==> src/rtl/sawlc_lru_pick.sv <==
`default_nettype none
// Pick the victim of a set: first invalid way, else the oldest stamp (lowest way on ties).
// Also reports the hit way for a tag.
module sawlc_lru_pick #(
	parameter int WAYS = 4,
	parameter int STAMP_BITS = 32,
	parameter int TAG_W = 22
) (
	input  wire logic [WAYS-1:0]                        valid,
	input  wire logic [WAYS-1:0][TAG_W-1:0]             tags,
	input  wire logic [WAYS-1:0][STAMP_BITS-1:0]        stamps,
	input  wire logic [TAG_W-1:0]                       tag,
	output logic                                        hit,
	output logic [((WAYS > 1) ? $clog2(WAYS) : 1)-1:0]  hit_way,
	output logic [((WAYS > 1) ? $clog2(WAYS) : 1)-1:0]  victim
);
	localparam int WB = (WAYS > 1) ? $clog2(WAYS) : 1;
	logic found_inv;
	logic [STAMP_BITS-1:0] best;

	always_comb begin
		hit = 1'b0;
		hit_way = '0;
		for (int w = WAYS - 1; w >= 0; w--) begin
			if (valid[w] && tags[w] == tag) begin
				hit = 1'b1;
				hit_way = WB'(w);
			end
		end
		victim = '0;
		found_inv = 1'b0;
		best = stamps[0];
		for (int w = 0; w < WAYS; w++) begin
			if (!found_inv) begin
				if (!valid[w]) begin
					victim = WB'(w);
					found_inv = 1'b1;
				end else if (w > 0 && stamps[w] < best) begin
					victim = WB'(w);
					best = stamps[w];
				end
			end
		end
	end
endmodule
`default_nettype wire

==> config.mk <==
export PLATFORM = sky130hd
export DESIGN_NAME = sawlc_lru_pick
export DESIGN_NICKNAME = d
export VERILOG_FILES = /design/src/rtl/sawlc_lru_pick.sv
export SDC_FILE = /design/constraint.sdc
export NUM_CORES = 1
export LEC_CHECK = 0
export ABC_AREA = 1
export BUFFER_PORTS_ARGS = -buffer_cell sky130_fd_sc_hd__buf_2
export CAP_MARGIN = 20
export CORE_UTILIZATION = 41
export DETAILED_ROUTE_END_ITERATION = 10
export GPL_ROUTABILITY_DRIVEN = 0
export PLACE_DENSITY = 0.81
export SLEW_MARGIN = 10
export SYNTH_ARGS = -nofsm -noshare
export SYNTH_HDL_FRONTEND = slang
export SYNTH_SLANG_ARGS = --single-unit
==> constraint.sdc <==
create_clock -name vclk -period 6.1
set_input_delay 0.915 -clock vclk [all_inputs]
set_output_delay 0.915 -clock vclk [all_outputs]
set_load 0.01 [all_outputs]
* After elaboration in Yosys (flattened, before gate mapping)
Index checks and enable logic that the tools add are counted.
** Operators by class
- Reduce and logical (&&, ||, !) cells :: 4
- Equal/unequal tests :: 4
- Muxes and demuxes :: 28
- Magnitude comparators :: 3
** Operators with widths (count)
- 32-bit two-way mux :: 6
- 32-bit < comparator :: 3
- 22-bit == test :: 4
- 2-bit two-way mux :: 10
- 1-bit two-way mux :: 12
- 1-bit logical AND :: 4
** Storage, ports and cells
- Register bits :: 0
- Logic and storage cells :: 39
- Input bits :: 242
- Output and inout bits :: 5

* Depth between registers and ports, before layout
- Depth in word-level cells :: 12
- Depth in mapped cells :: 45
- Depth with buffers taken out :: 43

* Least setup slack after synthesis
No wires, ideal clock.
- Path kind :: in2out
- From :: input stamps[15] (netlist bit)
- To :: output victim[0] (netlist bit)
- Path buffers :: 2
- Setup slack :: -0.157 ns
- Arrival :: 5.342 ns
- Data required time :: 5.185 ns
- Stages on the path :: 36
- Path through :: inv_1 -> ha_1 -> nand2_1 -> inv_1 -> nand3_1 -> a31oi_1 -> nor2_1 -> nand2_1 -> nand2_1 -> nand2_1 -> nand2_2 -> nand2_4 -> clkbuf_1 -> nand2_1 -> o21ai_0 -> ha_1 -> a21oi_1 -> nor2_1 -> a211oi_1 -> o221ai_1 -> a21oi_1 -> nand3_4 -> clkbuf_1 -> nand2_1 -> o21ai_1 -> ha_1 -> a21oi_1 -> nor2_1 -> a211oi_1 -> nor2_1 -> or4_1 -> a21oi_1 -> nand2_1 -> nand2_1 -> nand2_1 -> nand2_1
** Between the ends
- Word-level cells in the longest chain between the ends :: 12
- Elaborated cells on any way between the ends :: 18
- Those cells by class :: order compare: 3; mux: 15
** RTL lines
- start, declared :: RTL line 11 : input wire logic [WAYS-1:0][STAMP_BITS-1:0] stamps,
- 32-bit < comparator :: RTL line 38 : end else if (w > 0 && stamps[w] < best) begin
- 32-bit two-way mux :: RTL line 38
- 32-bit two-way mux :: RTL line 35 : if (!valid[w]) begin
- 32-bit two-way mux :: RTL line 34 : if (!found_inv) begin
- 32-bit < comparator :: RTL line 38
- 32-bit two-way mux :: RTL line 38
- 32-bit two-way mux :: RTL line 35
- 32-bit two-way mux :: RTL line 34
- 32-bit < comparator :: RTL line 38
- 2-bit two-way mux :: RTL line 38
- 2-bit two-way mux :: RTL line 35
- 2-bit two-way mux * :: RTL line 34
- end, declared :: RTL line 15 : output logic [((WAYS > 1) ? $clog2(WAYS) : 1)-1:0] victim
Every way passes the cells marked *; elsewhere a longest branch is shown, timed or not.

* Final worst setup path
Ends and elaborated chain as after synthesis.

==> results.md <==
* Outcome: finished with violations
* Failing checks: setup timing
* Worst Hold Margin at 2.23 ns
* Combinational share of power at 1.000
* Die width at 99.6 µm
* CP max FO at 6
* Antenna violations before repair at 1
* Hpwl dp at 13.0 mm
* Port buffer count at 247
* Global-route wire length before repair at 25.7 mm
* Final cell count without fillers at 1,115
* First DRT Iteration DRCs at 330
* Via/cell ratio at 5.49
* Pint at 0.000280 W
* Fillers at 740
* Reg area at 0 µm²
* Initial Util at 0.423
* Max incr delay on CP at 0.44 ns
* CORE AREA at 9240 µm²
* Leakage at 3.72 nW
* CP Depth at 35
* Proportion of layout cells with a drive suffix above 1 at 0.447
* WHS Path Cells at 5
* Relative slew slack at 0.456
* CP Launch Type: input port
* Worst EP required at 5.18 ns
* Total Wirelength at 17.4 mm
* Die ar. at 9920 µm²
* Worst Slack Setup Final at -0.730 ns
* Clock network power share at 0
* Nets@finish at 1,322
* Drt first pass iters at 5
* Peak supply drop at 48.6 µV
* Flop pwr share at 0
* IO Pins at 247
* Post-route ant nets at 0
* Synthesized Nets at 981
* Switch share at 0.504
* Crit end category: primary output
* Inst Count DP at 1,075
* Post-route DRC at 0
* Fin. Hold Viols at 0
* YS warnings at 0
* Fmax at 146 MHz
* Mean Syn Cell Area at 6.04 µm²
* Min cycle time layout at 6.83 ns
* CLK BUF at 0
* Fin Setup TNS at -1.39 ns
* Seq Cell Count at 0
* Tot GR Track Use at 0.318
* WS Path Type: in -> out
* CP delay by family, top: buffers and inverters
* Arrival time of the worst setup path at 5.92 ns
* Power per Cell Area at 84.3 nW/µm²
* Maxcap violations at 0
* RSZ-0062 raised after global routing: yes
* Area grow syn2layout at 71.6%
* Crit path buffers/inverters at 16
* Sw Pwr at 0.000285 W
* Netlist cell types at 34
* Period utilization at 1.12
* Final setup vio count at 2
* Vias in the first global route at 5,589
* Min-Delay Path Class: in -> out
* Syn Std Cell Area at 3900 µm²
* Via count at 6,119
* Rows at 35
* Sequential area share after synthesis at 0
* Cells after synthesis at 646
* Worst Max-Slew Pin Slew at 0.813 ns
* CP dominant cell by count: buf_4
* Largest net degree at the start of global routing at 28
* Wirelength per Cell at 15.6 µm
* Pins Over Slew Limit at 0
* Gr ovfl total at 0
* Die H at 99.6 µm
* CP max stage cell: or4_4
[cells in the mapped netlist]
cell / n / area (µm²)
nor2_1: 19 / 71.3
o211ai_1: 1 / 7.51
nand3_1: 12 / 60.1
o21ai_1: 18 / 90.1
o221a_2: 2 / 22.5
nand2_2: 3 / 18.8
nor4_1: 12 / 75.1
or4_1: 2 / 15.0
inv_2: 4 / 15.0
a31oi_1: 1 / 6.26
nand2_4: 1 / 11.3
a21boi_0: 2 / 15.0
a221oi_1: 3 / 26.3
o21a_1: 2 / 15.0
o221ai_1: 3 / 26.3
a2111oi_0: 4 / 35.0
nor3_1: 5 / 25.0
nand4_1: 16 / 100
xnor2_1: 16 / 140
nand3_4: 1 / 17.5
o21ai_0: 72 / 360
ha_1: 93 / 1160
or3_1: 2 / 12.5
inv_1: 79 / 297
nand2_1: 165 / 619
o22ai_1: 16 / 100
a22o_1: 8 / 70.1
or2_2: 1 / 6.26
a211oi_1: 8 / 60.1
clkbuf_1: 12 / 45.0
xor2_1: 15 / 131
a21oi_1: 45 / 225
nor4b_1: 1 / 8.76
and3_1: 2 / 12.5
[power by group through the flow]
stage | Clock (W) | Combinational, W | Sequential, W
after floorplan | 0 | 0.000238 | 0
after global placement | 0 | 0.000432 | 0
after detailed placement | 0 | 0.000440 | 0
after CTS | 0 | 0.000507 | 0
after global routing | 0.0000000000219 | 0.000622 | 0
final | 0.0000000000219 | 0.000565 | 0
[what timing repair did]
item / in CTS / in global routing
gates resized for setup: 102 / 46
endpoints found under the setup margin: 2 / 2
setup buffers: 30 / 3
cloned: 3 / 3
hold buffers: 0 / 0
pin swaps: 57 / 21
[cell type report]
cell class | count | area [µm²] | area share
Timing Repair Buffer | 347 | 2170 | 0.324
Tap cell | 129 | 161 | 0.0241
Antenna cell | 1 | 2.50 | 0.000373
Multi-Input combinational cell | 555 | 4050 | 0.605
Inverter | 83 | 317 | 0.0472
[path summary, 6_finish.rpt]
kind              startpoint  slack (ns)   endpoint
setup / recovery  stamps[15]       -0.73  victim[0]
hold / removal      valid[3]        2.23  victim[1]
[kinds of logic after synthesis]
group | synth area share
compound gates | 0.271
xor+xnor | 0.0695
fa+ha+maj | 0.298
buf+inv | 0.0913
simple gates | 0.270
[metal layers]
| metal | GRT usage | share of wire |
|---|---|---|
| met1 | 0.412 | 0.41 |
| met2 | 0.528 | 0.46 |
| met3 | 0.0590 | 0.087 |
| met4 | 0.105 | 0.039 |
| met5 | 0 | 0 |
[cells in the final DEF, fill, tap and decap left out, types with 3 or more instances in the layout]
master and count:
a21oi_1 31, nor4_1 10, ha_4 13, inv_1 67, o21ai_0 42, a21oi_2 12
nand3_2 3, a211oi_2 4, a211oi_1 4, buf_2 233, buf_12 3, a221oi_1 3
nand3_1 9, nand3_4 3, xor2_1 15, nand4_1 16, o21ai_1 37, ha_1 80
nor2_1 17, buf_4 90, buf_6 18, nor3_1 4, nand2_1 154, xnor2_1 16
o21ai_2 9, a2111oi_0 4, o22ai_1 16, nand2_4 5, a22o_1 8, inv_2 14
nand2_2 10
[stage by stage]
step	cell area [µm²]	utilization	total power (W)	setup slack [ns]
after CTS	6440	0.697	0.000507	-0.548
after floorplan	3920	-	0.000238	0.000165
after detailed placement	5770	0.624	0.000440	-0.731
final	6700	0.725	0.000565	-0.730
after global routing	6700	0.725	0.000622	-0.936
after global placement	5770	0.624	0.000432	-0.662
Power figures use the tool's default switching activity.
